**src/rtl/core/eamh_pkg.sv**
```systemverilog
`default_nettype none

package eamh_pkg;

  localparam int COUNT_W = 15;
  localparam int DEG_W   = 8;
  localparam int RAW_W   = 12;
  localparam int NUM_W   = 22;
  localparam int CFG_IDX_W = 2;
  localparam int CFG_DATA_W = 15;

  localparam logic [COUNT_W-1:0] CPH_MIN   = 15'd30;
  localparam logic [COUNT_W-1:0] CPH_MAX   = 15'd16384;
  localparam logic [COUNT_W-1:0] CPH_RESET = 15'd180;
  localparam logic [DEG_W-1:0]   FULL_SCALE_DEG = 8'd180;
  localparam logic [DEG_W-1:0]   START_DEG      = 8'd90;
  // 4095 / 180 reduces exactly to 91 / 4.
  localparam logic [6:0]         RAW_SCALE      = 7'd91;

  localparam logic [CFG_IDX_W-1:0] CFG_INVERT = 2'd0;
  localparam logic [CFG_IDX_W-1:0] CFG_CPH    = 2'd1;
  localparam logic [CFG_IDX_W-1:0] CFG_OUTER  = 2'd2;
  localparam logic [CFG_IDX_W-1:0] CFG_INNER  = 2'd3;

  localparam logic OP_SAMPLE = 1'b0;
  localparam logic OP_PRESET = 1'b1;

  typedef logic [DEG_W-1:0] deg_t;

endpackage

`default_nettype wire

```
**src/rtl/core/eamh_if.sv**
```systemverilog
`default_nettype none

interface eamh_sample_if;
  import eamh_pkg::*;
  logic               valid;
  logic               ready;
  logic               operation;
  logic [COUNT_W-1:0] encoder_count;
  logic [DEG_W-1:0]   preset_deg;
  modport source (output valid, output operation, output encoder_count, output preset_deg,
                  input ready);
  modport sink   (input valid, input operation, input encoder_count, input preset_deg,
                  output ready);
endinterface

interface eamh_result_if;
  import eamh_pkg::*;
  logic             valid;
  logic             ready;
  logic [DEG_W-1:0] angle_deg;
  logic [RAW_W-1:0] angle_raw12;
  modport source (output valid, output angle_deg, output angle_raw12, input ready);
  modport sink   (input valid, input angle_deg, input angle_raw12, output ready);
endinterface

interface eamh_cfg_if;
  import eamh_pkg::*;
  logic                  valid;
  logic                  ready;
  logic [CFG_IDX_W-1:0]  index;
  logic [CFG_DATA_W-1:0] data;
  modport source (output valid, output index, output data, input ready);
  modport sink   (input valid, input index, input data, output ready);
endinterface

`default_nettype wire

```
**src/rtl/core/encoder_angle_median_hysteresis.sv**
```systemverilog
`default_nettype none

// Encoder angle filter: median of three followed by Schmitt hysteresis.
//
// The samples channel carries an operation bit, an encoder count and a preset
// angle. A sample transfer converts the count to whole degrees, pushes it into
// a three-entry ring, takes the median and applies the hysteresis to the
// reported angle. A preset transfer loads the ring and the reported angle.
// Every input transfer produces exactly one transfer on the results channel,
// carrying the reported angle in degrees and a 12-bit raw scaling of it.
//
// The cfg channel writes the four registers (invert, counts per half turn,
// outer and inner threshold); it is always ready and must only be used while
// the block is idle.
//
// A sample passes through the multiply, divide, ring write, median and
// hysteresis steps before the block is ready again; a preset goes straight
// to the final step. The divide step uses the restoring divider, which
// resolves one quotient bit per cycle for all eight quotient bits.
// The result sits in an output register, so a new item is taken while the
// previous result waits; if the receiver stalls for longer, the sequencer
// holds in its final step until the output register frees up.
// Synchronous reset puts the ring at 90 degrees, the reported angle at 90 and
// the registers at their defaults.
module encoder_angle_median_hysteresis
  import eamh_pkg::*;
(
  input  wire logic     clk,
  input  wire logic     rst,
  eamh_sample_if.sink   samples,
  eamh_result_if.source results,
  eamh_cfg_if.sink      cfg
);

  localparam logic [2:0] S_IDLE = 3'd0;
  localparam logic [2:0] S_MUL  = 3'd1;
  localparam logic [2:0] S_DIV  = 3'd2;
  localparam logic [2:0] S_MED  = 3'd3;
  localparam logic [2:0] S_SORT = 3'd4;
  localparam logic [2:0] S_HYST = 3'd5;
  localparam logic [2:0] S_FIN  = 3'd6;

  // Configuration registers.
  logic               invert;
  logic [COUNT_W-1:0] cph;
  logic [DEG_W-1:0]   outer;
  logic [DEG_W-1:0]   inner;

  // Filter state.
  deg_t       ring [3];
  logic [1:0] slot;
  deg_t       rep;

  logic [2:0]         state;
  logic [COUNT_W-1:0] cph_r;
  logic [COUNT_W-1:0] count_r;
  deg_t               med;

  logic               div_start;
  logic               div_busy;
  logic               div_done;
  deg_t               div_q;
  logic [NUM_W-1:0]   div_num;

  logic               in_xfer;
  logic               out_free;
  logic [COUNT_W-1:0] cph_sat;
  logic [COUNT_W-1:0] count_c;
  deg_t               preset_c;
  deg_t               deg;
  logic [1:0]         wr_idx;
  logic [1:0]         slot_next;
  deg_t               mid3;
  deg_t               inner_eff;
  logic signed [9:0]  med_s;
  logic signed [9:0]  rep_s;
  logic signed [9:0]  outer_s;
  logic signed [9:0]  inner_s;
  logic signed [9:0]  delta;
  logic signed [9:0]  rep_move;
  deg_t               rep_next;
  logic [14:0]        raw_prod;

  assign cfg.ready     = 1'b1;
  assign samples.ready = (state == S_IDLE);
  assign in_xfer       = samples.valid && samples.ready;
  assign out_free      = !results.valid || results.ready;

  always_ff @(posedge clk) begin
    if (rst) begin
      invert <= 1'b0;
      cph    <= CPH_RESET;
      outer  <= 8'd1;
      inner  <= 8'd0;
    end else if (cfg.valid && cfg.ready) begin
      unique case (cfg.index)
        CFG_INVERT: invert <= cfg.data[0];
        CFG_CPH:    cph    <= cfg.data;
        CFG_OUTER:  outer  <= cfg.data[DEG_W-1:0];
        CFG_INNER:  inner  <= cfg.data[DEG_W-1:0];
        default:    invert <= invert;
      endcase
    end
  end

  // Input conditioning: the resolution is saturated so the divider never
  // sees zero, and the count is clamped to the resolution.
  always_comb begin
    priority if (cph < CPH_MIN) begin
      cph_sat = CPH_MIN;
    end else if (cph > CPH_MAX) begin
      cph_sat = CPH_MAX;
    end else begin
      cph_sat = cph;
    end
    count_c  = (samples.encoder_count > cph_sat) ? cph_sat : samples.encoder_count;
    preset_c = (samples.preset_deg > FULL_SCALE_DEG) ? FULL_SCALE_DEG : samples.preset_deg;
  end

  // Numerator for round-half-up: count * 180 + cph / 2. The product lands in
  // the divider's remainder register.
  assign div_num   = ({{(NUM_W-COUNT_W){1'b0}}, count_r} * NUM_W'(FULL_SCALE_DEG))
                   + {{(NUM_W-COUNT_W+1){1'b0}}, cph_r[COUNT_W-1:1]};
  assign div_start = (state == S_MUL);

  eamh_div u_div (
    .clk      (clk),
    .rst      (rst),
    .start    (div_start),
    .num      (div_num),
    .den      (cph_r),
    .busy     (div_busy),
    .done     (div_done),
    .quotient (div_q)
  );

  // The quotient never exceeds 180, so mirroring needs no further clamp.
  assign deg       = invert ? (FULL_SCALE_DEG - div_q) : div_q;
  // A slot of three cannot occur after reset; it is treated like the wrap.
  assign wr_idx    = (slot == 2'd3) ? 2'd0 : slot;
  assign slot_next = (wr_idx == 2'd2) ? 2'd0 : wr_idx + 2'd1;

  // Median of three by pairwise compares. An entry is the median when it lies
  // between the other two, ties included.
  always_comb begin
    if (((ring[0] >= ring[1]) && (ring[0] <= ring[2])) ||
        ((ring[0] <= ring[1]) && (ring[0] >= ring[2]))) begin
      mid3 = ring[0];
    end else if (((ring[1] >= ring[0]) && (ring[1] <= ring[2])) ||
                 ((ring[1] <= ring[0]) && (ring[1] >= ring[2]))) begin
      mid3 = ring[1];
    end else begin
      mid3 = ring[2];
    end
  end

  // Schmitt hysteresis. A move that clears the outer threshold lands on the
  // median shortened by the inner stickiness, which never exceeds the outer
  // threshold.
  always_comb begin
    inner_eff = (inner > outer) ? outer : inner;
    med_s     = signed'({2'b00, med});
    rep_s     = signed'({2'b00, rep});
    outer_s   = signed'({2'b00, outer});
    inner_s   = signed'({2'b00, inner_eff});
    delta     = med_s - rep_s;
    priority if (delta >= outer_s) begin
      rep_move = med_s - inner_s;
    end else if (delta <= -outer_s) begin
      rep_move = med_s + inner_s;
    end else begin
      rep_move = rep_s;
    end
    priority if (rep_move < 10'sd0) begin
      rep_next = '0;
    end else if (rep_move > 10'sd180) begin
      rep_next = FULL_SCALE_DEG;
    end else begin
      rep_next = rep_move[DEG_W-1:0];
    end
  end

  always_ff @(posedge clk) begin
    if (rst) begin
      state <= S_IDLE;
      ring  <= '{START_DEG, START_DEG, START_DEG};
      slot  <= 2'd0;
      rep   <= START_DEG;
    end else begin
      unique case (state)
        S_IDLE: begin
          if (in_xfer) begin
            if (samples.operation == OP_PRESET) begin
              ring  <= '{preset_c, preset_c, preset_c};
              slot  <= 2'd0;
              rep   <= preset_c;
              state <= S_FIN;
            end else begin
              state <= S_MUL;
            end
          end
        end
        S_MUL: begin
          state <= S_DIV;
        end
        S_DIV: begin
          if (div_done) begin
            state <= S_MED;
          end
        end
        S_MED: begin
          ring[wr_idx] <= deg;
          slot         <= slot_next;
          state        <= S_SORT;
        end
        S_SORT: begin
          state <= S_HYST;
        end
        S_HYST: begin
          rep   <= rep_next;
          state <= S_FIN;
        end
        S_FIN: begin
          if (out_free) begin
            state <= S_IDLE;
          end
        end
        default: begin
          state <= S_IDLE;
        end
      endcase
    end
  end

  // Operand and median registers carry payload only.
  always_ff @(posedge clk) begin
    if (in_xfer) begin
      cph_r   <= cph_sat;
      count_r <= count_c;
    end
    if (state == S_SORT) begin
      med <= mid3;
    end
  end

  // Raw scaling: angle * 4095 / 180 equals angle * 91 / 4, truncated.
  assign raw_prod = {7'b0, rep} * {8'b0, RAW_SCALE};

  always_ff @(posedge clk) begin
    if (rst) begin
      results.valid <= 1'b0;
    end else if (state == S_FIN && out_free) begin
      results.valid <= 1'b1;
    end else if (results.ready) begin
      results.valid <= 1'b0;
    end
  end

  always_ff @(posedge clk) begin
    if (state == S_FIN && out_free) begin
      results.angle_deg   <= rep;
      results.angle_raw12 <= raw_prod[RAW_W+1:2];
    end
  end

`ifndef ASSERT_OFF
  a_ready_div_idle: assert property (@(posedge clk) disable iff (rst)
    samples.ready |-> !div_busy)
    else $error("block ready while the divider is still running");

  a_done_in_div: assert property (@(posedge clk) disable iff (rst)
    div_done |-> (state == S_DIV))
    else $error("divider finished outside the divide step");

  a_preset_load: assert property (@(posedge clk) disable iff (rst)
    (in_xfer && samples.operation == OP_PRESET) |=>
      (ring[0] == rep && ring[1] == rep && ring[2] == rep && slot == 2'd0))
    else $error("preset did not load the ring and the reported angle");

  a_rep_range: assert property (@(posedge clk) disable iff (rst)
    rep <= FULL_SCALE_DEG)
    else $error("reported angle above full scale");
`endif

endmodule

`default_nettype wire

```
**src/rtl/core/eamh_div.sv**
```systemverilog
`default_nettype none

// Restoring divider, one quotient bit per cycle. The caller guarantees that the
// quotient fits in DEG_W bits, so DEG_W steps suffice.
module eamh_div
  import eamh_pkg::*;
(
  input  wire logic               clk,
  input  wire logic               rst,
  input  wire logic               start,
  input  wire logic [NUM_W-1:0]   num,
  input  wire logic [COUNT_W-1:0] den,
  output      logic               busy,
  output      logic               done,
  output      logic [DEG_W-1:0]   quotient
);

  logic [NUM_W-1:0]   rem;
  logic [COUNT_W-1:0] den_r;
  logic [2:0]         bit_cnt;
  logic [NUM_W-1:0]   shifted;
  logic               fits;

  assign shifted = {{(NUM_W-COUNT_W){1'b0}}, den_r} << bit_cnt;
  assign fits    = rem >= shifted;

  always_ff @(posedge clk) begin
    if (rst) begin
      busy <= 1'b0;
      done <= 1'b0;
    end else begin
      done <= 1'b0;
      if (start) begin
        busy <= 1'b1;
      end else if (busy && bit_cnt == 3'd0) begin
        busy <= 1'b0;
        done <= 1'b1;
      end
    end
  end

  always_ff @(posedge clk) begin
    if (start) begin
      rem      <= num;
      den_r    <= den;
      bit_cnt  <= 3'd7;
      quotient <= '0;
    end else if (busy) begin
      if (fits) begin
        rem               <= rem - shifted;
        quotient[bit_cnt] <= 1'b1;
      end
      bit_cnt <= bit_cnt - 3'd1;
    end
  end

endmodule

`default_nettype wire

```
**src/flat_wrapper.sv**
```systemverilog
// flat-port wrapper written by rule: the top's interface ports become plain ports
module encoder_angle_median_hysteresis_flat import eamh_pkg::*;
  (clk, rst, samples_valid, samples_operation, samples_encoder_count, samples_preset_deg, samples_ready, results_valid, results_angle_deg, results_angle_raw12, results_ready, cfg_valid, cfg_index, cfg_data, cfg_ready);
  eamh_sample_if samples_i ();
  eamh_result_if results_i ();
  eamh_cfg_if cfg_i ();
  input  wire logic clk;
  input  wire logic rst;
  input wire logic [$bits(samples_i.valid)-1:0] samples_valid;
  input wire logic [$bits(samples_i.operation)-1:0] samples_operation;
  input wire logic [$bits(samples_i.encoder_count)-1:0] samples_encoder_count;
  input wire logic [$bits(samples_i.preset_deg)-1:0] samples_preset_deg;
  output wire logic [$bits(samples_i.ready)-1:0] samples_ready;
  output wire logic [$bits(results_i.valid)-1:0] results_valid;
  output wire logic [$bits(results_i.angle_deg)-1:0] results_angle_deg;
  output wire logic [$bits(results_i.angle_raw12)-1:0] results_angle_raw12;
  input wire logic [$bits(results_i.ready)-1:0] results_ready;
  input wire logic [$bits(cfg_i.valid)-1:0] cfg_valid;
  input wire logic [$bits(cfg_i.index)-1:0] cfg_index;
  input wire logic [$bits(cfg_i.data)-1:0] cfg_data;
  output wire logic [$bits(cfg_i.ready)-1:0] cfg_ready;
  assign samples_i.valid = samples_valid;
  assign samples_i.operation = samples_operation;
  assign samples_i.encoder_count = samples_encoder_count;
  assign samples_i.preset_deg = samples_preset_deg;
  assign samples_ready = samples_i.ready;
  assign results_valid = results_i.valid;
  assign results_angle_deg = results_i.angle_deg;
  assign results_angle_raw12 = results_i.angle_raw12;
  assign results_i.ready = results_ready;
  assign cfg_i.valid = cfg_valid;
  assign cfg_i.index = cfg_index;
  assign cfg_i.data = cfg_data;
  assign cfg_ready = cfg_i.ready;
  encoder_angle_median_hysteresis u_core (.clk(clk), .rst(rst), .samples(samples_i), .results(results_i), .cfg(cfg_i));
endmodule
```
**config.mk**
```make
export PLATFORM = sky130hd
export DESIGN_NAME = encoder_angle_median_hysteresis_flat
export DESIGN_NICKNAME = d
export VERILOG_FILES = /design/src/rtl/core/eamh_pkg.sv /design/src/rtl/core/eamh_if.sv /design/src/rtl/core/encoder_angle_median_hysteresis.sv /design/src/rtl/core/eamh_div.sv /design/src/flat_wrapper.sv
export SDC_FILE = /design/constraint.sdc
export NUM_CORES = 1
export LEC_CHECK = 0
export BUFFER_PORTS_ARGS = -buffer_cell sky130_fd_sc_hd__buf_2
export CELL_PAD_IN_SITES_DETAIL_PLACEMENT = 0
export CELL_PAD_IN_SITES_GLOBAL_PLACEMENT = 1
export CORE_MARGIN = 8
export CORE_UTILIZATION = 49
export CTS_CLUSTER_SIZE = 12
export DETAILED_ROUTE_END_ITERATION = 12
export PLACE_DENSITY_LB_ADDON = 0.1
export SYNTH_ARGS = -nofsm -noshare
export SYNTH_HDL_FRONTEND = slang
export SYNTH_HIERARCHICAL = 1
export SYNTH_SLANG_ARGS = --single-unit
export TNS_END_PERCENT = 50
```
**constraint.sdc**
```tcl
create_clock -name clk -period 6 [get_ports clk]
set_clock_uncertainty 0.05 [all_clocks]
set_input_delay 0.6 -clock clk [delete_from_list [all_inputs] [get_ports clk]]
set_output_delay 0.6 -clock clk [all_outputs]
set_load 0.01 [all_outputs]
```
# Word level (Yosys, flattened, before mapping)
# Cells that the tools add are included.
# totals
register_bits,178
in_bits,46
output_inout_bits,23
elab_cells,146
# classes
add_sub_neg,9
n_mul,2
order_cmp,22
n_eq_ne,15
shifts,1
muxes,41
bitwise_logic,2
n_reduce_logical,32
# ops
operator,n
$mux 8,10
$mux 22,3
$mux 24,2
$pmux 24 s2,1
$mux 15,3
$ge 8x8->1,4
$le 8x8->1,4
$bwmux 24,1
$add 22x14->22,1
$ge 22x22->1,1
$shl 15x3->22,1
$sub 22x22->22,1
$pmux 3 s7,1
$mul 15x6->20 const B,1
$mux 10,2
$sub 8x8->9,2
$demux 8 s2,1
$pmux 8 s2,1
$gt 15x15->1,1
$gt 15x15->1 const B,1
$lt 15x5->1 const B,1
$mul 8x7->14 const B,1
$mux 3,4
$reduce_and 2->1,6
other kinds (36),70

# Longest topological paths before layout
# Gate-level depths: netlist of the first run.
# depth
depth_word,9
depth_mapped,24
mapped_depth_nobuf,23

# Cells and area by module
# The synthesis of the first run kept the hierarchy.
# modules_own_cells
mod,instances,cells_each,area_each_um2,seq_area_each_um2
encoder_angle_median_hysteresis,1,1331,11797.6,3143.0
eamh_div,1,394,3719.8,1371.3

# Worst setup path before layout of the first run
# Ideal clock, no wire load.
# synth_path
kind,reg2reg
from,register u_core.count_r[1]
to,"register u_core.u_div.rem[21], data pin"
setup_time_ns,0.258
t_arrival_ns,4.270
required_ns,5.692
setup_slack_ns,1.422
path_stages_with_launch,20
path_buffers,0
synth_period_minus_slack_ns,4.578
cell_sequence,edfxtp_1 ha_1 inv_1 fa_1 fa_1 inv_1 ha_1 nand3_1 nor2_1 or2_2 o21ai_0 xnor2_1 ha_1 nand2_1 o21ai_0 a41o_1 nor2_1 nor4_1 xnor2_1 o221a_2
# synth_via
elab_chain_cells,3
# synth_lines
item,line_no,text
"start, declared",encoder_angle_median_hysteresis.sv:56,logic [COUNT_W-1:0] count_r;
"start signal, assigned",encoder_angle_median_hysteresis.sv:239,count_r <= count_c;
$mul 15x6->20,encoder_angle_median_hysteresis.sv:122,"assign div_num = ({{(NUM_W-COUNT_W){1'b0}}, count_r} * NUM_W'(FULL_SCALE_DEG))"
$add 22x14->22,encoder_angle_median_hysteresis.sv:123,"+ {{(NUM_W-COUNT_W+1){1'b0}}, cph_r[COUNT_W-1:1]};"
named net u_core.div_num[21],encoder_angle_median_hysteresis.sv:63,logic [NUM_W-1:0] div_num;
$mux 22,eamh_div.sv:43,if (start) begin
"end signal, assigned",eamh_div.sv:44,rem <= num;
"end signal, assigned",eamh_div.sv:50,rem <= rem - shifted;
"end, declared",eamh_div.sv:18,logic [NUM_W-1:0] rem;
# The timed path passes the listed nets, and every way through them passes these cells.
# A chain may end at the register's enable or synchronous reset.

# Worst setup path in the final report of the first run
# layout_path
from,register u_core.outer[1]
to,register u_core.rep[0]
# layout_via
elab_chain_cells,9
word_cells_on_any_way,14
classes_between,add/sub (3); order compare (5); mux (6)
# layout_lines
item,line_no,text
"start, declared",encoder_angle_median_hysteresis.sv:46,logic [DEG_W-1:0] outer;
"start signal, assigned",encoder_angle_median_hysteresis.sv:99,CFG_OUTER: outer <= cfg.data[DEG_W-1:0];
$gt 8x8->1,encoder_angle_median_hysteresis.sv:161,inner_eff = (inner > outer) ? outer : inner;
$mux 8,encoder_angle_median_hysteresis.sv:161,
$add 8x8->9,encoder_angle_median_hysteresis.sv:170,rep_move = med_s + inner_s;
$mux 10,encoder_angle_median_hysteresis.sv:169,end else if (delta <= -outer_s) begin
$mux 10 *,encoder_angle_median_hysteresis.sv:167,priority if (delta >= outer_s) begin
$gt 10x9->1,encoder_angle_median_hysteresis.sv:176,end else if (rep_move > 10'sd180) begin
$mux 8,encoder_angle_median_hysteresis.sv:176,
$mux 8 *,encoder_angle_median_hysteresis.sv:174,priority if (rep_move < 10'sd0) begin
$pmux 8 s2 *,encoder_angle_median_hysteresis.sv:190,unique case (state)
"end signal, assigned",encoder_angle_median_hysteresis.sv:196,rep <= preset_c;
"end signal, assigned",encoder_angle_median_hysteresis.sv:220,rep <= rep_next;
"end, declared",encoder_angle_median_hysteresis.sv:52,deg_t rep;
# Mark *: on every way between the ends. The rest lies on a longest branch, timed or not.

==> flow_summary.toml, run 1 <==
[outcome]
outcome = "completed"

[sta]
slew_viol_final = 0
final.setup.worst_slack_ns = 0.704
timing.hold.ws_ns = 0.342
setup_viol = 0
hold_viol = 0
maxSlewHeadroom = 0.180
clock.fmax_mhz = 189
rsz0062_at_grt = "false"
worst_pin_slew_ns = 1.22
period_share = 0.883
period_needed_ns = 5.30
fin_setup_tns_ns = 0

[logic_synthesis]
synth_compound_area_frac = 0.196
synth_top_area_frac = 0.184
ys_types = 82
synthesis.nets = 2017
synth_top_cell_by_area = "edfxtp_1"
avgSynthCellArea_um2 = 9.00
synthSimpleGateAreaFrac = 0.146
synth_seq_area_share = 0.291
synthTopCellsByArea = "edfxtp_1, ha_1, dfxtp_1"
synth_seq_cells = 178
synthAdderAreaFrac = 0.219
synth_edf_count = 95
yosys_warnings = 6
synthArstFlopShare = 0
yosys-top-cells-count = "ha_1, inv_1, nand2_1"
synth_area_um2 = 15500
yosysMostFrequentCell = "ha_1"
synth_top_family_by_area = "adder cells"
synth-main-ff-cell = "edfxtp_1"
synth_xor_area_frac = 0.0418
syn_inst = 1725
yosys-mux-area-fraction = 0.0463

[cts]
hold_buffers = 0
clk_pin_slew_ns = 0.08
root_buffer = "clkbuf_16"
clock-sinks = 178
cts_tree = "yes"
cts_buffers = 17
htreeDepth = 4
cts_buffer_depth = 2
clk_latency_ns = 0.44

[setup_path]
critPathCaptureType = "register"
r2r-end = "u_core/rep[0]"
cp-start-kind = "register"
timing.rr.start = "u_core/outer[1]"
rrSetupSlack_ns = 0.70
crit_start = "u_core/outer[1]"
r2r_cells = 22
worst-path-max-fanout = 17
critPathSlowestCell = "a2111oi_2"
crit_chain = "inv_1 > ha_1 > nor2b_1 > o21a_1 > o21ai_0 > nand2b_1 > a21oi_1 > o21ai_0 > o21ai_1 > buf_4 > nor2_1 > a21o_1 > ha_1 > nor3_1 > a2111oi_2 > or2_1 > a211oi_1 > or3_4 > nand2b_4 > o41ai_4 > o211ai_2 > a211oi_2"
criticalPathCategory = "reg -> reg"
arrival_ns = 5.61
cp_slowest_stage_delay_ns = 0.55
worstPathRequired_ns = 6.32

[detailed_routing]
vias_per_cell = 5.71
drc_errors = 0
drt.antenna.violating_nets = 0
vias = 12500
first_pass_iters = 6
wire_per_inst_um = 18.5
wl_um = 40400
drtIter0Drc = 939

[worst_hold_path]
whs_path_depth = 3
min_path_type = "in -> reg"
min_from = "cfg_data[9]"
holdPathEnd = "u_core/cph[9]"

[floorplanning]
rows = 65
start_util = 0.494
core_area_um2 = 31400
die_w_um = 194
dieHeight_um = 194
ios = 69
dieArea_um2 = 37600

[placement]
dp_hpwl_um = 32200
place_congestion = 0.851
place_area_um2 = 16200
io_buffers = 67
dp_slack_ns = 0.554

[global_route]
grt_overflow = 0
grt_pass1_wl_um = 65000
grt_pass1_vias = 12200
grt_max_degree = 74
antenna_found_initial = 2
grt.total_usage = 0.213

[power]
total_leakage_power_nw = 7.63
total_power_mw = 10.5
max-vdd-ir-drop_mv = 0.807
power.density_nw_per_um2 = 625

[finish]
stdcell_area_um2 = 16800
drive_gt1_frac = 0.0999
areaGrowthSynthToFinish_pct = 8.56
layout.nets = 2061

[run]
drv_cap = 0
## worst max path at each step
| stage | depth (start not counted) | slack (ns) | endpoint |
|---|---|---|---|
| floorplan | 19 | 1.42 | u_core/u_div/rem[21] |
| global placement | 19 | 0.66 | u_core/rep[0] |
| detailed placement | 19 | 0.55 | u_core/rep[0] |
| CTS | 19 | 0.52 | u_core/rep[0] |
| global route | 24 | 0.28 | u_core/rep[0] |
| finish | 22 | 0.70 | u_core/rep[0] |
## placed cells by master (no fill, tap or decap), types with 8 or more instances in the layout
master     Yosys  layout
o21bai_1      14      14
buf_4          3      16
a221oi_1       8       8
mux2i_1       38      38
a21oi_1      126     126
nor2b_1       21      21
a21o_1        55      55
dfxtp_1       83      83
inv_1        183     183
or2_2         10      10
nor4_1         8       8
edfxtp_1      95      95
a211oi_1      21      21
nor2_1       122     122
o31ai_1        9       9
xor2_1        20      20
buf_2          7      67
and3_1         8       8
ha_1         204     204
nand2b_1      18      18
nand2_1      165     165
o21ai_0       71      71
fa_1          42      42
clkbuf_16      0      18
or3_1         10      10
xnor2_1       54      54
nand3b_1       8       8
nor3b_1        9       8
nand4_1       18      18
nor3_1        26      26
o21a_1        23      23
o21ai_1       11       9
a211o_1       15      15
nand3_1       33      33
mux2_2        20      20
## critical path: cells and delay by family, from the launching register on
| kind | cells | cell delay (ns) |
|---|---|---|
| AOI/OAI and AO/OA | 11 | 2.42 |
| and+or+nand+nor | 7 | 1.14 |
| adders and majority gates | 2 | 0.81 |
| buffers and inverters | 2 | 0.41 |
| DFF | 1 | 0.39 |
## area by class of cell
class | count | area, um^2
Fill cell | 2999 | 14500
Multi-Input combinational cell | 1306 | 10100
Sequential cell | 178 | 4510
Inverter | 183 | 687
Tap cell | 402 | 503
Clock buffer | 20 | 478
Timing Repair Buffer | 83 | 455
Clock inverter | 12 | 120
Antenna cell | 2 | 5.00
## per-layer routing
layer,GRT usage,wire (um),vias up
met5,0,0,-
met4,0.0506,566,0
met3,0.0319,1960,33
met2,0.311,16700,285
met1,0.322,21200,5906
li1,-,-,6255
## power by group
group          internal, mW  total [mW]  leakage (nW)  switching (mW)
Sequential             1.74        1.94          1.56           0.205
Clock                 0.628        1.15         0.300           0.519
Combinational          3.11        7.44          5.78            4.33
Total                  5.48        10.5          7.63            5.05
## cells by family after synthesis
group | after synthesis
AND/OR/NAND/NOR | 478
AO/OA/AOI/OAI | 444
adder cells (fa/ha/maj) | 246
buffers and inverters | 241
flip-flops | 178
XOR/XNOR | 74
multiplexers | 63
other | 1
## stage by stage
step / cells / util
finish: 2186 / 0.537
global route: 2186 / 0.537
CTS: 2184 / 0.536
detailed placement: 2152 / 0.517
global placement: 2152 / 0.517
floorplan: 1725 / -
## registers in the layout, summed over array words and instances, names as in the netlist, 3 cells and up
register                    count
u_core/cph                     15
u_core/results.angle_raw12     12
u_core/ring                    24
u_core/u_div/quotient           8
u_core/u_div/den_r             15
u_core/outer                    8
u_core/u_div/rem               22
u_core/med                      8
u_core/u_div/bit_cnt            3
u_core/state                    3
u_core/rep                      8
u_core/cph_r                   15
u_core/inner                    8
u_core/results.angle_deg        8
u_core/count_r                 15
## timing repair
item | in CTS | in global routing
hold endpoints to repair | 0 | 0
endpoints found under the setup margin | 0 | 1
buffers inserted | 0 | 0
resized for setup | 0 | 1
Note: power is estimated with default switching activity, not from simulation.
==> inputs of run 2 (changes only) <==
--- a/config.mk
+++ b/config.mk
@@ -12,7 +12,7 @@
 export CORE_UTILIZATION = 49
 export CTS_CLUSTER_SIZE = 12
 export DETAILED_ROUTE_END_ITERATION = 12
-export PLACE_DENSITY_LB_ADDON = 0.1
+export PLACE_DENSITY_LB_ADDON = 0.3
 export SYNTH_ARGS = -nofsm -noshare
 export SYNTH_HDL_FRONTEND = slang
 export SYNTH_HIERARCHICAL = 1
==> flow_summary.toml, run 2 (synthesis results as in run 1) <==
[sta]
maxSlewHeadroom = 0.113
period_needed_ns = 5.43
timing.hold.ws_ns = 0.348
clock.fmax_mhz = 184
fin_setup_tns_ns = 0
hold_viol = 0
worst_pin_slew_ns = 1.33
setup_viol = 0
rsz0062_at_grt = "false"
period_share = 0.905
slew_viol_final = 0

[finish]
most-common-layout-cells = "ha_1, inv_1, nand2_1, a21oi_1, nor2_1"
largest_registers = "u_core/ring x24, u_core/u_div/rem x22"
areaGrowthSynthToFinish_pct = 8.40
drive_gt1_frac = 0.0972
final_common_cell = "ha_1"
regMostFlops = "u_core/ring"
largest_reg_flops = 24
fin_cells = 2183
stdcell_area_um2 = 16800
layout.nets = 2058

[power]
power.density_nw_per_um2 = 625
total_leakage_power_nw = 7.62
total_power_mw = 10.5
max-vdd-ir-drop_mv = 0.470

[setup_path]
crit_chain = "ha_1 > nor2b_1 > o21ai_0 > nand2_1 > a21o_1 > a21o_1 > a21o_1 > a21oi_1 > xnor2_1 > ha_1 > and3_1 > nand3_1 > o21ai_1 > nand2_1 > o22ai_1 > o21ai_0 > o41ai_4 > o211ai_2 > a211oi_2"
arrival_ns = 5.74
cp-start-kind = "register"
cpMostUsedCell = "a21o_1"
criticalPathCategory = "reg -> reg"
cp_slowest_stage_delay_ns = 0.68
rrSetupSlack_ns = 0.57
worstPathRequired_ns = 6.31
critPathCaptureType = "register"
worst-path-max-fanout = 15
critPathSlowestCell = "o21ai_1"

[cts]
cts_buffer_depth = 2
cts-resized-gates = 0
clock-sinks = 178
cts_tree = "yes"
clk_pin_slew_ns = 0.07
cts_buffers = 17
clk_latency_ns = 0.44
post_cts.repair.setup_buffers = 0
hold_buffers = 0
root_buffer = "clkbuf_16"
htreeDepth = 4

[global_route]
grt_pass1_vias = 12000
grt_overflow = 0
grt_max_degree = 67
grt.total_usage = 0.209
met1_usage = 0.313
grt_pass1_wl_um = 63900
antenna_found_initial = 2
met3_usage = 0.0278
met2_usage = 0.311
busiest_layer = "met1"

[placement]
io_buffers = 67
dp_cells = 2149
place_area_um2 = 16200
place_congestion = 0.931
dp_hpwl_um = 32200

[floorplanning]
die_w_um = 194
start_util = 0.494
dieHeight_um = 194
rows = 65
core_area_um2 = 31400
ios = 69
dieArea_um2 = 37600

[detailed_routing]
vias_per_cell = 5.76
drc_errors = 0
wire_per_inst_um = 18.4
drtIter0Drc = 1118
wl_um = 40100
drt.antenna.violating_nets = 0
vias = 12600
first_pass_iters = 7

[worst_hold_path]
min_path_type = "in -> reg"

[outcome]
outcome = "completed"

[run]
drv_cap = 0
[run 2: cell count changes in the layout (fill, tap and decap cells not counted), moves of 2 or more]
cell and delta:
buf_4 -3, inv_6 +2, clkinv_2 -2, inv_4 +2, clkinv_4 -2, clkbuf_16 +2
[run 2: stage by stage]
stage / util / setup WS [ns]
floorplan: - / 1.42
global placement: 0.517 / 0.827
detailed placement: 0.517 / 0.697
CTS: 0.536 / 0.661
global route: 0.536 / 0.213
finish: 0.536 / 0.572
[run 2: layout make-up]
| type | count | area [um^2] |
|---|---|---|
| clock buffers | 22 | 518 |
| fillers | 2906 | 14600 |
| diodes | 2 | 5.00 |
| multi-input cells | 1306 | 10100 |
| clock inverters | 10 | 81.3 |
| inverters | 183 | 687 |
| repair buffers | 80 | 433 |
| well taps | 402 | 503 |
| flip-flops and latches | 178 | 4510 |
[run 2: worst max-delay path, delay by kind of cell, from the launching register on]
family | cells | cell delay, ns
AOI/OAI and AO/OA | 11 | 3.00
adders and majority gates | 2 | 0.63
DFF | 1 | 0.48
xor gates and xnor gates | 1 | 0.13
and+or+nand+nor | 5 | 1.04
[run 2: final timing paths]
| path | start | end | depth (start not counted) |
|---|---|---|---|
| max | u_core/med[1] | u_core/rep[0] | 19 |
| min reg2reg | u_core/cph_r[0] | u_core/u_div/den_r[0] | 0 |
| min | cfg_data[10] | u_core/cph[10] | 3 |
| max reg2reg | u_core/med[1] | u_core/rep[0] | 19 |
[run 2: where the power goes]
group / total [mW] / switching, mW / internal, mW / leakage (nW)
combinational: 7.42 / 4.30 / 3.12 / 5.76
clock: 1.14 / 0.515 / 0.627 / 0.300
sequential: 1.95 / 0.217 / 1.74 / 1.56
total: 10.5 / 5.03 / 5.48 / 7.62
[run 2: metal layers]
metal | vias to the layer above | share of wire
met5 | - | 0
met2 | 356 | 0.42
met4 | 0 | 0.014
met1 | 5932 | 0.51
li1 | 6251 | -
met3 | 38 | 0.053
==> inputs of run 3 (changes only) <==
--- a/config.mk
+++ b/config.mk
@@ -5,9 +5,10 @@
 export SDC_FILE = /design/constraint.sdc
 export NUM_CORES = 1
 export LEC_CHECK = 0
-export BUFFER_PORTS_ARGS = -buffer_cell sky130_fd_sc_hd__buf_2
+export BUFFER_PORTS_ARGS = -buffer_cell sky130_fd_sc_hd__buf_4
 export CELL_PAD_IN_SITES_DETAIL_PLACEMENT = 0
 export CELL_PAD_IN_SITES_GLOBAL_PLACEMENT = 1
+export CORE_ASPECT_RATIO = 1.75
 export CORE_MARGIN = 8
 export CORE_UTILIZATION = 49
 export CTS_CLUSTER_SIZE = 12
==> flow_summary.toml, run 3 (synthesis results as in run 1) <==
[outcome]
outcome = "completed"

[cts]
cts_buffers = 17
clk_pin_slew_ns = 0.08
post_cts.repair.setup_buffers = 0
cts_tree = "yes"
clock-sinks = 178
clk_latency_ns = 0.46
cts_buffer_depth = 2
hold_buffers = 0
cts-resized-gates = 0
htreeDepth = 4
root_buffer = "clkbuf_16"

[setup_path]
worst-path-max-fanout = 15
r2r-end = "u_core/rep[0]"
critPathCaptureType = "register"
r2r_cells = 19
timing.rr.start = "u_core/rep[2]"
endpoint = "u_core/rep[0]"
crit_start = "u_core/rep[2]"
criticalPathCategory = "reg -> reg"
arrival_ns = 5.75
rrSetupSlack_ns = 0.57
cp-start-kind = "register"
worstPathRequired_ns = 6.32

[sta]
maxSlewHeadroom = 0.324
fin_setup_tns_ns = 0
worst_pin_slew_ns = 1.01
hold_viol = 0
clock.fmax_mhz = 184
rsz0062_at_grt = "false"
period_needed_ns = 5.43
final.setup.worst_slack_ns = 0.574
setup_viol = 0
slew_viol_final = 0
period_share = 0.904

[power]
power.density_nw_per_um2 = 630
max-vdd-ir-drop_mv = 0.578
total_leakage_power_nw = 7.70

[finish]
largest_reg_flops = 24
most-common-layout-cells = "ha_1, inv_1, nand2_1, a21oi_1, nor2_1"
areaGrowthSynthToFinish_pct = 9.76
largest_registers = "u_core/ring x24, u_core/u_div/rem x22"
diodes = 0
fillers = 2916
stdcell_area_um2 = 17000
layout.nets = 2063
regMostFlops = "u_core/ring"
final_common_cell = "ha_1"
drive_gt1_frac = 0.101

[floorplanning]
start_util = 0.496
die_w_um = 151
rows = 86
dieHeight_um = 251
ios = 69
dieArea_um2 = 37800
core_area_um2 = 31300

[global_route]
grt_max_degree = 74
grt.total_usage = 0.242
antenna_found_initial = 0
grt_pass1_vias = 12900
grt_overflow = 0
grt_pass1_wl_um = 69800

[placement]
place_area_um2 = 16400
dp_slack_ns = 0.687
place_congestion = 0.981
dp_hpwl_um = 37200
io_buffers = 67

[detailed_routing]
drc_errors = 0
wl_um = 45400
first_pass_iters = 6
drt.antenna.violating_nets = 0
drtIter0Drc = 627
vias = 12700
vias_per_cell = 5.83
wire_per_inst_um = 20.8

[run]
drv_cap = 0

[worst_hold_path]
min_path_type = "in -> reg"
-- run 3: area by class of cell --
class	instances	area, um^2	share of cell area
inverters	183	687	0.0403
well taps	396	495	0.0291
flip-flops and latches	178	4510	0.265
clock buffers	17	425	0.0250
multi-input cells	1306	10100	0.592
repair buffers	85	638	0.0375
clock inverters	15	186	0.0109
-- run 3: worst min path at each step --
stage / start / cells past startpoint / endpoint / slack [ns]
5_1_grt: cfg_data[5] / 3 / u_core/cph[5] / 0.34
2_1_floorplan: u_core/cph_r[0] / 0 / u_core/u_div/den_r[0] / 0.35
4_1_cts: cfg_data[5] / 3 / u_core/cph[5] / 0.30
3_5_place_dp: u_core/cph_r[0] / 0 / u_core/u_div/den_r[0] / 0.36
3_3_place_gp: u_core/cph_r[0] / 0 / u_core/u_div/den_r[0] / 0.37
6_report: cfg_data[5] / 3 / u_core/cph[5] / 0.33
-- run 3: worst max-delay path, cell delays in order (launching register included) --
cell	delay (ns)
dfxtp_1	0.47
inv_1	0.16
ha_1	0.36
o21ai_0	0.09
nand2_1	0.10
a21o_1	0.18
a21o_1	0.19
a21o_1	0.18
a21oi_1	0.16
xnor2_1	0.12
ha_1	0.33
and3_1	0.20
nand3_1	0.11
o21ai_1	0.70
nand2_1	0.49
o22ai_1	0.28
o21ai_0	0.25
o41ai_4	0.53
o211ai_2	0.14
a211oi_2	0.22
-- run 3: through the flow --
step	cells	power [mW]	hold WS (ns)	utilization
3_5_place_dp	2148	9.52	0.362	0.524
4_1_cts	2180	10.8	0.303	0.544
5_1_grt	2180	11.6	0.338	0.544
2_1_floorplan	1725	7.68	0.350	-
3_3_place_gp	2148	9.41	0.372	0.524
6_report	2180	10.7	0.325	0.544
-- run 3: report_power, final --
part | switching (mW) | internal (mW)
Clock | 0.560 | 0.635
Sequential | 0.193 | 1.73
Combinational | 4.43 | 3.17
Total | 5.18 | 5.54
-- run 3: metal layers --
metal,up-vias,wire length (um),GRT usage
met5,-,0,0
met4,0,2670,0.147
met3,110,1030,0.0235
met2,278,25900,0.478
met1,6070,15700,0.230
li1,6256,-,-
